**config.mk**
```make
export PLATFORM = sky130hd
export DESIGN_NAME = hangul_jamo_composer
export DESIGN_NICKNAME = d
export VERILOG_FILES = /design/src/rtl/hjc_pkg.sv /design/src/rtl/hjc_step.sv /design/src/rtl/hjc_out.sv /design/src/rtl/hangul_jamo_composer.sv
export SDC_FILE = /design/constraint.sdc
export NUM_CORES = 1
export LEC_CHECK = 0
export BUFFER_PORTS_ARGS = -buffer_cell sky130_fd_sc_hd__buf_2
export CORE_MARGIN = 2
export CORE_UTILIZATION = 59
export CTS_BUF_LIST = sky130_fd_sc_hd__clkbuf_8 sky130_fd_sc_hd__clkbuf_16
export DETAILED_ROUTE_END_ITERATION = 16
export PLACE_DENSITY = 0.91
export RECOVER_POWER = 25
export SLEW_MARGIN = 0
export SYNTH_ARGS = -nofsm -noshare
export SYNTH_HDL_FRONTEND = slang
export SYNTH_SLANG_ARGS = --single-unit
```
**constraint.sdc**
```tcl
create_clock -name clock -period 6.4 [get_ports clock]
set_input_delay 0.32 -clock clock [delete_from_list [all_inputs] [get_ports clock]]
set_output_delay 0.32 -clock clock [all_outputs]
set_load 0.05 [all_outputs]
```
**src/rtl/hjc_pkg.sv**
```systemverilog
package hjc_pkg;

   // Code points used by the composer.
   localparam logic [15:0] LEAD_FIRST   = 16'h1100;
   localparam logic [15:0] LEAD_LAST    = 16'h1112;
   localparam logic [15:0] VOWEL_FIRST  = 16'h1161;
   localparam logic [15:0] VOWEL_LAST   = 16'h1175;
   localparam logic [15:0] TAIL_BASE    = 16'h11a7;
   localparam logic [15:0] JAMO_LAST    = 16'h11c2;
   localparam logic [15:0] SYL_FIRST    = 16'hac00;
   localparam logic [15:0] SYL_LAST     = 16'hd7a3;
   localparam logic [15:0] VOWEL_STRIDE = 16'd588;
   localparam logic [15:0] TAIL_STRIDE  = 16'd28;
   localparam logic [15:0] ERASE_CODE   = 16'd8;

   // Most results one input item can cause.
   localparam int unsigned MAX_RESULTS = 3;
   localparam int unsigned IDX_W       = $clog2(MAX_RESULTS);

   typedef struct packed {
      logic [15:0] code_in;
      logic        is_modifier;
      logic        clear_state;
   } req_type;

   typedef struct packed {
      logic [15:0] code_out;
      logic        erase;
      logic        last;
   } rsp_type;

   // All results of one item, handed from the step logic to the output stage.
   typedef struct packed {
      logic [IDX_W-1:0]                   count;
      logic [MAX_RESULTS-1:0][15:0]       code;
      logic [MAX_RESULTS-1:0]             erase;
   } grp_type;

   // A compound tail taken apart: the part kept and the consonant moved on.
   typedef struct packed {
      logic [15:0] keep;
      logic [15:0] moved;
   } split_type;

   // Lead consonant to the matching tail consonant, zero if there is none.
   function automatic logic [15:0] lead_to_tail(input logic [15:0] c);
      logic [15:0] r;
      case (c)
         16'h1100: r = 16'h11a8;
         16'h1101: r = 16'h11a9;
         16'h1102: r = 16'h11ab;
         16'h1103: r = 16'h11ae;
         16'h1105: r = 16'h11af;
         16'h1106: r = 16'h11b7;
         16'h1107: r = 16'h11b8;
         16'h1109: r = 16'h11ba;
         16'h110a: r = 16'h11bb;
         16'h110b: r = 16'h11bc;
         16'h110c: r = 16'h11bd;
         16'h110e: r = 16'h11be;
         16'h110f: r = 16'h11bf;
         16'h1110: r = 16'h11c0;
         16'h1111: r = 16'h11c1;
         16'h1112: r = 16'h11c2;
         default:  r = 16'h0000;
      endcase
      return r;
   endfunction

   // Tail consonant to the matching lead consonant, zero if there is none.
   function automatic logic [15:0] tail_to_lead(input logic [15:0] t);
      logic [15:0] r;
      case (t)
         16'h11a8: r = 16'h1100;
         16'h11a9: r = 16'h1101;
         16'h11ab: r = 16'h1102;
         16'h11ae: r = 16'h1103;
         16'h11af: r = 16'h1105;
         16'h11b7: r = 16'h1106;
         16'h11b8: r = 16'h1107;
         16'h11ba: r = 16'h1109;
         16'h11bb: r = 16'h110a;
         16'h11bc: r = 16'h110b;
         16'h11bd: r = 16'h110c;
         16'h11be: r = 16'h110e;
         16'h11bf: r = 16'h110f;
         16'h11c0: r = 16'h1110;
         16'h11c1: r = 16'h1111;
         16'h11c2: r = 16'h1112;
         default:  r = 16'h0000;
      endcase
      return r;
   endfunction

   // Compound tail formed by tail t and a following lead consonant c.
   function automatic logic [15:0] join_tail(input logic [15:0] t, input logic [15:0] c);
      logic [15:0] r;
      r = 16'h0000;
      case (t)
         16'h11a8: begin
            if (c == 16'h1100) r = 16'h11a9;
            else if (c == 16'h1109) r = 16'h11aa;
         end
         16'h11ab: begin
            if (c == 16'h110c) r = 16'h11ac;
            else if (c == 16'h1112) r = 16'h11ad;
         end
         16'h11af: begin
            case (c)
               16'h1100: r = 16'h11b0;
               16'h1106: r = 16'h11b1;
               16'h1107: r = 16'h11b2;
               16'h1109: r = 16'h11b3;
               16'h1110: r = 16'h11b4;
               16'h1111: r = 16'h11b5;
               16'h1112: r = 16'h11b6;
               default:  r = 16'h0000;
            endcase
         end
         16'h11b8: if (c == 16'h1109) r = 16'h11b9;
         16'h11ba: if (c == 16'h1109) r = 16'h11bb;
         default:  r = 16'h0000;
      endcase
      return r;
   endfunction

   // Compound vowel formed by vowel v and a following vowel c.
   function automatic logic [15:0] join_vowel(input logic [15:0] v, input logic [15:0] c);
      logic [15:0] r;
      r = 16'h0000;
      case (v)
         16'h1169: begin
            if (c == 16'h1161) r = 16'h116a;
            else if (c == 16'h1162) r = 16'h116b;
            else if (c == 16'h1175) r = 16'h116c;
         end
         16'h116e: begin
            if (c == 16'h1165) r = 16'h116f;
            else if (c == 16'h1166) r = 16'h1170;
            else if (c == 16'h1175) r = 16'h1171;
         end
         16'h1173: if (c == 16'h1175) r = 16'h1174;
         default:  r = 16'h0000;
      endcase
      return r;
   endfunction

   // Tail split when a vowel follows: compound tails leave their first half,
   // simple and double tails move whole.
   function automatic split_type split_tail(input logic [15:0] t);
      split_type s;
      s.keep  = 16'h0000;
      s.moved = 16'h0000;
      case (t)
         16'h11aa: begin s.keep = 16'h11a8; s.moved = 16'h1109; end
         16'h11ac: begin s.keep = 16'h11ab; s.moved = 16'h110c; end
         16'h11ad: begin s.keep = 16'h11ab; s.moved = 16'h1112; end
         16'h11b0: begin s.keep = 16'h11af; s.moved = 16'h1100; end
         16'h11b1: begin s.keep = 16'h11af; s.moved = 16'h1106; end
         16'h11b2: begin s.keep = 16'h11af; s.moved = 16'h1107; end
         16'h11b3: begin s.keep = 16'h11af; s.moved = 16'h1109; end
         16'h11b4: begin s.keep = 16'h11af; s.moved = 16'h1110; end
         16'h11b5: begin s.keep = 16'h11af; s.moved = 16'h1111; end
         16'h11b6: begin s.keep = 16'h11af; s.moved = 16'h1112; end
         16'h11b9: begin s.keep = 16'h11b8; s.moved = 16'h1109; end
         default:  s.moved = tail_to_lead(t);
      endcase
      return s;
   endfunction

   // Precomposed syllable code, modulo 2^16. An empty tail adds nothing.
   function automatic logic [15:0] syllable(input logic [15:0] l, input logic [15:0] v,
                                            input logic [15:0] t);
      logic [15:0] r;
      r = (l - LEAD_FIRST) * VOWEL_STRIDE + (v - VOWEL_FIRST) * TAIL_STRIDE + SYL_FIRST;
      if (t != 16'h0000) r = r + (t - TAIL_BASE);
      return r;
   endfunction

endpackage

```
**src/rtl/hjc_step.sv**
```systemverilog
module hjc_step
   import hjc_pkg::*;
(
   input  logic    clock,
   input  logic    reset,
   input  logic    csr_wr_en,
   input  logic    csr_wr_data,
   input  logic    req_valid,
   output logic    req_ready,
   input  req_type req_data,
   output logic    grp_valid,
   input  logic    grp_ready,
   output grp_type grp_data
);

   logic        enable_ff;
   logic        item_valid_ff;
   logic        item_valid_in;
   req_type     item_ff;
   logic [15:0] lead_ff, vowel_ff, tail_ff;
   logic [15:0] lead_in, vowel_in, tail_in;
   logic        advance;
   logic [15:0] c;
   logic [15:0] new_tail;
   logic [15:0] new_vowel;
   logic [15:0] new_lead;
   split_type   split;
   logic        foreign;

   // The item leaves the input register once its results have a place in the
   // output stage; a clear item needs no place.
   assign advance   = item_valid_ff && (item_ff.clear_state || grp_ready);
   assign req_ready = !item_valid_ff || advance;
   assign grp_valid = item_valid_ff && !item_ff.clear_state;
   assign item_valid_in = (req_valid && req_ready) || (item_valid_ff && !advance);

   // Composition enable register.
   always_ff @(posedge clock) begin
      if (reset) begin
         enable_ff <= 1'b1;
      end else if (csr_wr_en) begin
         enable_ff <= csr_wr_data;
      end
   end

   // Input register.
   always_ff @(posedge clock) begin
      if (reset) begin
         item_valid_ff <= 1'b0;
      end else begin
         item_valid_ff <= item_valid_in;
      end
   end

   always_ff @(posedge clock) begin
      if (req_valid && req_ready) begin
         item_ff <= req_data;
      end
   end

   // Syllable state, updated as the item leaves the input register.
   always_ff @(posedge clock) begin
      if (reset) begin
         lead_ff  <= '0;
         vowel_ff <= '0;
         tail_ff  <= '0;
      end else if (advance) begin
         lead_ff  <= lead_in;
         vowel_ff <= vowel_in;
         tail_ff  <= tail_in;
      end
   end

   assign c       = item_ff.code_in;
   assign foreign = (c != 16'h0000) && ((c < LEAD_FIRST) || (c > JAMO_LAST)) &&
                    ((c < SYL_FIRST) || (c > SYL_LAST));
   assign split   = split_tail(tail_ff);
   assign new_lead  = (split.moved != 16'h0000) ? split.moved : lead_ff;
   assign new_vowel = join_vowel(vowel_ff, c);

   // Tail candidate for a lead consonant key.
   always_comb begin
      new_tail = 16'h0000;
      if (lead_ff != 16'h0000 && vowel_ff != 16'h0000) begin
         new_tail = (tail_ff == 16'h0000) ? lead_to_tail(c) : join_tail(tail_ff, c);
      end
   end

   // Composition step: next state and the results of this item.
   always_comb begin
      lead_in  = lead_ff;
      vowel_in = vowel_ff;
      tail_in  = tail_ff;
      grp_data.count = IDX_W'(1);
      grp_data.code  = '0;
      grp_data.erase = '0;
      grp_data.code[0] = c;

      if (item_ff.clear_state) begin
         lead_in  = '0;
         vowel_in = '0;
         tail_in  = '0;
      end else if (!enable_ff) begin
         // Pass through, state untouched.
      end else if (foreign || (c == 16'h0000 && !item_ff.is_modifier)) begin
         lead_in  = '0;
         vowel_in = '0;
         tail_in  = '0;
      end else if (c >= LEAD_FIRST && c <= LEAD_LAST) begin
         if (new_tail == 16'h0000) begin
            // The consonant starts a new syllable.
            lead_in  = c;
            vowel_in = '0;
            tail_in  = '0;
         end else begin
            tail_in = new_tail;
            grp_data.count    = IDX_W'(2);
            grp_data.code[0]  = ERASE_CODE;
            grp_data.erase[0] = 1'b1;
            grp_data.code[1]  = syllable(lead_ff, vowel_ff, new_tail);
         end
      end else if (c >= VOWEL_FIRST && c <= VOWEL_LAST) begin
         if (lead_ff == 16'h0000) begin
            lead_in  = '0;
            vowel_in = '0;
            tail_in  = '0;
         end else if (vowel_ff == 16'h0000) begin
            vowel_in = c;
            grp_data.count    = IDX_W'(2);
            grp_data.code[0]  = ERASE_CODE;
            grp_data.erase[0] = 1'b1;
            grp_data.code[1]  = syllable(lead_ff, c, tail_ff);
         end else if (tail_ff == 16'h0000) begin
            if (new_vowel == 16'h0000) begin
               lead_in  = '0;
               vowel_in = '0;
               tail_in  = '0;
            end else begin
               vowel_in = new_vowel;
               grp_data.count    = IDX_W'(2);
               grp_data.code[0]  = ERASE_CODE;
               grp_data.erase[0] = 1'b1;
               grp_data.code[1]  = syllable(lead_ff, new_vowel, 16'h0000);
            end
         end else begin
            // The tail, or its second half, moves to the lead of a new syllable.
            lead_in  = new_lead;
            vowel_in = c;
            tail_in  = '0;
            grp_data.count    = IDX_W'(3);
            grp_data.code[0]  = ERASE_CODE;
            grp_data.erase[0] = 1'b1;
            grp_data.code[1]  = (split.moved != 16'h0000) ?
                                syllable(lead_ff, vowel_ff, split.keep) : 16'h0000;
            grp_data.code[2]  = syllable(new_lead, c, 16'h0000);
         end
      end
   end

endmodule

```
**src/rtl/hjc_out.sv**
```systemverilog
module hjc_out
   import hjc_pkg::*;
(
   input  logic    clock,
   input  logic    reset,
   input  logic    grp_valid,
   output logic    grp_ready,
   input  grp_type grp_data,
   output logic    rsp_valid,
   input  logic    rsp_ready,
   output rsp_type rsp_data
);

   grp_type          grp_ff;
   logic             valid_ff;
   logic [IDX_W-1:0] idx_ff;
   logic             is_last;
   logic             load;

   // Results of the held group go out one transfer per cycle while rsp_ready is high.
   assign is_last   = (idx_ff == grp_ff.count - IDX_W'(1));
   assign rsp_valid = valid_ff;
   assign rsp_data.code_out = grp_ff.code[idx_ff];
   assign rsp_data.erase    = grp_ff.erase[idx_ff];
   assign rsp_data.last     = is_last;

   // A new group enters as the last result of the old one is taken.
   assign grp_ready = !valid_ff || (rsp_ready && is_last);
   assign load      = grp_valid && grp_ready;

   always_ff @(posedge clock) begin
      if (reset) begin
         valid_ff <= 1'b0;
         idx_ff   <= '0;
      end else if (load) begin
         valid_ff <= 1'b1;
         idx_ff   <= '0;
      end else if (valid_ff && rsp_ready) begin
         if (is_last) begin
            valid_ff <= 1'b0;
         end else begin
            idx_ff <= idx_ff + IDX_W'(1);
         end
      end
   end

   always_ff @(posedge clock) begin
      if (load) begin
         grp_ff <= grp_data;
      end
   end

endmodule

```
**src/rtl/hangul_jamo_composer.sv**
```systemverilog
// Two-set Hangul composer: each accepted key code updates the lead, vowel and
// tail of the syllable being built, while composition is enabled, and yields
// one to three results (an erase, a finished syllable, the new code), the
// final one flagged by last; a clear item yields none. An item waits in the
// input register until its results have a place in the result register;
// they then leave it one per cycle while rsp_ready is high, and a new item is
// accepted while results of the previous one are still being taken.
module hangul_jamo_composer
   import hjc_pkg::*;
(
   input  logic    clock,
   input  logic    reset,
   input  logic    csr_wr_en,
   input  logic    csr_wr_data,
   input  logic    req_valid,
   output logic    req_ready,
   input  req_type req_data,
   output logic    rsp_valid,
   input  logic    rsp_ready,
   output rsp_type rsp_data
);

   logic    grp_valid;
   logic    grp_ready;
   grp_type grp_data;

   // Input register, syllable state and composition logic.
   hjc_step u_step (
      .clock       (clock),
      .reset       (reset),
      .csr_wr_en   (csr_wr_en),
      .csr_wr_data (csr_wr_data),
      .req_valid   (req_valid),
      .req_ready   (req_ready),
      .req_data    (req_data),
      .grp_valid   (grp_valid),
      .grp_ready   (grp_ready),
      .grp_data    (grp_data)
   );

   // Result register and serializer.
   hjc_out u_out (
      .clock     (clock),
      .reset     (reset),
      .grp_valid (grp_valid),
      .grp_ready (grp_ready),
      .grp_data  (grp_data),
      .rsp_valid (rsp_valid),
      .rsp_ready (rsp_ready),
      .rsp_data  (rsp_data)
   );

endmodule
```
==> results of run 1 <==
==> cell families after synthesis <==
family / after synthesis
AO/OA/AOI/OAI: 478
adder cells (fa/ha/maj): 351
XOR/XNOR: 191
multiplexers: 25
other: 2
buffers and inverters: 337
AND/OR/NAND/NOR: 505
flip-flops: 111
==> timing repair <==
action                     4_1_cts
buffers inserted                40
setup endpoints to repair       11
pin swaps                      114
gates resized for setup        231
==> per-layer routing <==
layer | GRT usage (%) | overflow
met5 | 43.83 | 0
met4 | 73.84 | 78
met3 | 66.96 | 6
met2 | 85.45 | 96
met1 | 72.63 | 12
==> metrics by stage <==
step	utilization, %	setup TNS, ns
2_1_floorplan	-	-0.02526
3_3_place_gp	71.99	-0.9205
3_5_place_dp	71.99	-3.183
4_1_cts	78.60	-0.03339
==> flow_summary.yaml, run 1 <==
yosys:
  synth-seq-area-share_pct: 17.36
  synth_top_family_by_area: "adder cells"
  ys_types: 83
  netlist_instances: 2000
  synth_area_sq_um: 16610
  avgSynthCellArea_sq_um: 8.304
  ys.warnings.count: 0
  synth_fa_ha_area_share_pct: 29.34
  synth_most_common_cell: "ha_1"
  synth-xor-area-share_pct: 10.53
  synthTopCellsByCount: "287 x ha_1, 269 x inv_1, 152 x nor2_1"
  ys_ff_latch: 111
  synth_top_cell_by_area: "ha_1"
  synth_compound_area_share_pct: 18.85
  synth_edf_count: 66
  synth-async-reset-ratio_pct: 0
  synth_top_area_share_pct: 21.62
  ys_top_cells_by_area: "ha_1 22%, edfxtp_1 12%, fa_1 7.7%"
  synthFlopType: "edfxtp_1"
  synth-simple-area-share_pct: 14.68
  synth_mux_area_share_pct: 1.522
run_status:
  error: "[ERROR GRT-0116] Global routing finished with congestion. Check the congestion regions in the DRC Viewer."
  flow.stopped_at: "5_1_grt"
  status: "stopped before the end"
clock_tree:
  cts_buffers: 9
  cts.sinks: 111
  clk_path_buf_depth: 2
  ctsHoldBuffers: 0
  clockRootBuffer: "clkbuf_16"
  h-tree-depth: 3
global_routing:
  grt_max_degree: 50
  grt_pass1_vias: 23730
  grt_overflow: 192
  globalRouteTotalUtil_pct: 74.38
  grt_first_pass_wirelength_um: 159700
floorplan:
  num_rows: 61
  pin_count: 44
  start_util_pct: 59.78
  dieHeight_um: 171.8
  dieWidth_um: 171.8
placed_design:
  pre_cts_ws_ns: -0.6234
  dpl.hpwl_um: 46580
  dp_cells: 2733
  portBuffers: 43
  place.gp.congestion: 1.078
  post_dp_cell_area_sq_um: 20000
==> run 2: changes to the inputs <==
- CORE_UTILIZATION: 59 -> 40
- CTS_BUF_LIST: sky130_fd_sc_hd__clkbuf_8 sky130_fd_sc_hd__clkbuf_16 -> unset
- PLACE_DENSITY: 0.91 -> unset
- PLACE_DENSITY_LB_ADDON: unset -> 0.15
- clock period: 6.4 -> 8.3 ns (I/O delays scaled with it)
==> flow_summary.yaml, run 2 <==
run_status:
  status: "finished with violations"
  violations: "capacitance limit, slew limit"
critical_path:
  worstSetupPathType: "reg -> reg"
  worstPathRequired_ns: 8.44
  r2r-end: "u_out.grp_ff[34]"
  cp_top_family: "adder cells"
  rr_worst_depth: 32
  cp.arrival_ns: 7.79
  reg2reg_from: "u_step.c[0]"
  crit_fanout: 11
  critPathLaunch: "u_step.c[0]"
  cp.depth: 32
  start_kind: "flip-flop"
  reg2reg_slack_ns: 0.65
  crit_end: "u_out.grp_ff[34]"
  crit_path_end_kind: "flip-flop"
  cpPeakStageDelay_ns: 0.64
  cp_slowest_cell: "edfxtp_1"
  path_buf_inv: 4
sta:
  rsz0062_at_grt: "no"
  setup-violations-final: 0
  clock-skew-final_ns: 0.01144
  hold_viol_final: 0
  period_share_pct: 92.18
  setup-tns-final_ns: 0
  finalCriticalPeriod_ns: 7.651
  worst_slew_pin_slew_ns: 2.854
  relSlewSlack_pct: -90.29
  clock.fmax_ghz: 0.1307
  slew_violations: 105
clock_tree:
  h-tree-depth: 3
  cts.sinks: 111
  clockRootBuffer: "clkbuf_16"
  clk_path_buf_depth: 2
  worstSkewPairLatency_ns: 0.38
  cts_setup_buffers: 0
  cts_buffers: 9
  post_cts_resized: 0
  ctsHoldBuffers: 0
  clk_pin_slew_ns: 0.08
  cts_tree: "yes"
finish:
  largest_register: "u_out.grp_ff"
  layout_commonest_cell: "ha_1"
  drive_gt1_share_pct: 6.256
  fin_nets: 2416
  syn2layout_area_growth_pct: 7.737
  final_cell_mix: "287 x ha_1, 268 x inv_1, 152 x nor2_1"
  largest_reg_flops: 48
  fillers: 4191
  final_core_util_pct: 43.72
  diodes: 0
yosys:
  netlist_instances: 2000
  synth_top_cell_by_area: "ha_1"
  ys.warnings.count: 0
  ys_types: 83
  synth_top_area_share_pct: 21.62
  synth_edf_count: 66
  avgSynthCellArea_sq_um: 8.304
  synthTopCellsByCount: "287 x ha_1, 269 x inv_1, 152 x nor2_1"
  ys_top_cells_by_area: "ha_1 22%, edfxtp_1 12%, fa_1 7.7%"
  synth_most_common_cell: "ha_1"
  synth-async-reset-ratio_pct: 0
  synthFlopType: "edfxtp_1"
  synth_area_sq_um: 16610
  ys_ff_latch: 111
  synth-seq-area-share_pct: 17.36
floorplan:
  num_rows: 74
  pin_count: 44
  core_sq_um: 40920
  die-area_sq_um: 43170
  dieHeight_um: 207.8
  start_util_pct: 40.58
  dieWidth_um: 207.8
power:
  ir_drop_mv: 0.5193
  combPwrFrac_pct: 84.5
  p_sw_share_pct: 51.23
  p_clk_share_pct: 6.5
  p_int_uw: 3382
  power_leakage_uw: 0.008120
  power_density_nw_per_um2: 387.6
  switching_power_uw: 3553
  pwr-share-seq_pct: 9.0
detailed_routing:
  routed_wl_um: 50830
  postRouteAntennaNets: 0
  vias: 14380
  route.detailed.drc: 0
  routedWlPerCell_um: 19.72
  vias_per_cell: 5.578
  drt_iter0_drc: 998
  dr.pass1.iters: 8
global_routing:
  grt_overflow: 0
  grt_max_degree: 50
  globalRouteTotalUtil_pct: 23.60
  grt_first_pass_wirelength_um: 79770
  antenna_found_initial: 0
  grt_pass1_vias: 14240
placed_design:
  dpl.hpwl_um: 42740
  place.gp.congestion: 0.9478
  portBuffers: 43
min_path:
  hp-class: "in -> reg"
run:
  drv_cap: 3
## run 2: cell counts after synthesis
Identical to the previous run, type by type.
## run 2: area by class of cell
class | instances | area, sq um | share of cell area, %
Clock buffer | 10 | 229.0 | 1.280
Clock inverter | 6 | 67.56 | 0.3776
Inverter | 269 | 1010 | 5.643
Multi-Input combinational cell | 1562 | 12510 | 69.93
Sequential cell | 111 | 2883 | 16.11
Tap cell | 532 | 665.6 | 3.720
Timing Repair Buffer | 88 | 525.5 | 2.937
## run 2: cells by family after synthesis
logic type | share of synthesized area [%]
AOI/OAI and AO/OA | 18.85
xor gates and xnor gates | 10.53
adders and majority gates | 29.34
buffers and inverters | 7.684
DFF | 17.36
muxes | 1.522
other | 0.04522
and+or+nand+nor | 14.68
## run 2: how the worst min path moves through the flow
stage | startpoint | to | cells past startpoint
global placement | u_step.lead_ff[14] | u_step.lead_ff[14] | 1
CTS | req_data[4] | u_step.c[2] | 1
detailed placement | u_step.lead_ff[15] | u_step.lead_ff[15] | 1
global route | req_data[3] | u_step.c[1] | 1
finish | req_data[5] | u_step.c[3] | 1
floorplan | u_step.lead_ff[15] | u_step.lead_ff[15] | 1
## run 2: layer usage
| layer | GRT usage (%) | vias up | part of all wire [%] |
|---|---|---|---|
| li1 | - | 7064 | - |
| met1 | 32.69 | 6903 | 47 |
| met2 | 36.88 | 336 | 43 |
| met3 | 3.510 | 76 | 5.4 |
| met4 | 9.367 | 0 | 3.8 |
| met5 | 0 | - | 0 |
## run 2: metrics by stage
step,hold WS (ns),area [sq um],setup slack (ns),total power (uW),cells
2_1_floorplan,0.4309,16650,1.245,5165,2010
3_3_place_gp,0.4491,17620,0.7074,6351,2562
3_5_place_dp,0.4502,17620,0.6480,6401,2562
4_1_cts,0.1845,17920,0.6083,6911,2578
5_1_grt,0.1850,17890,0.08059,7603,2578
6_report,0.2019,17890,0.6491,6935,2578
## run 2: power groups by stage
stage               clock (uW)  sequential (uW)  combinational, uW
global route               479              624               6500
finish                     450              621               5860
detailed placement           0              633               5770
CTS                        465              620               5830
floorplan                    0              626               4540
global placement             0              633               5720
(Power assumes the default switching activity.)
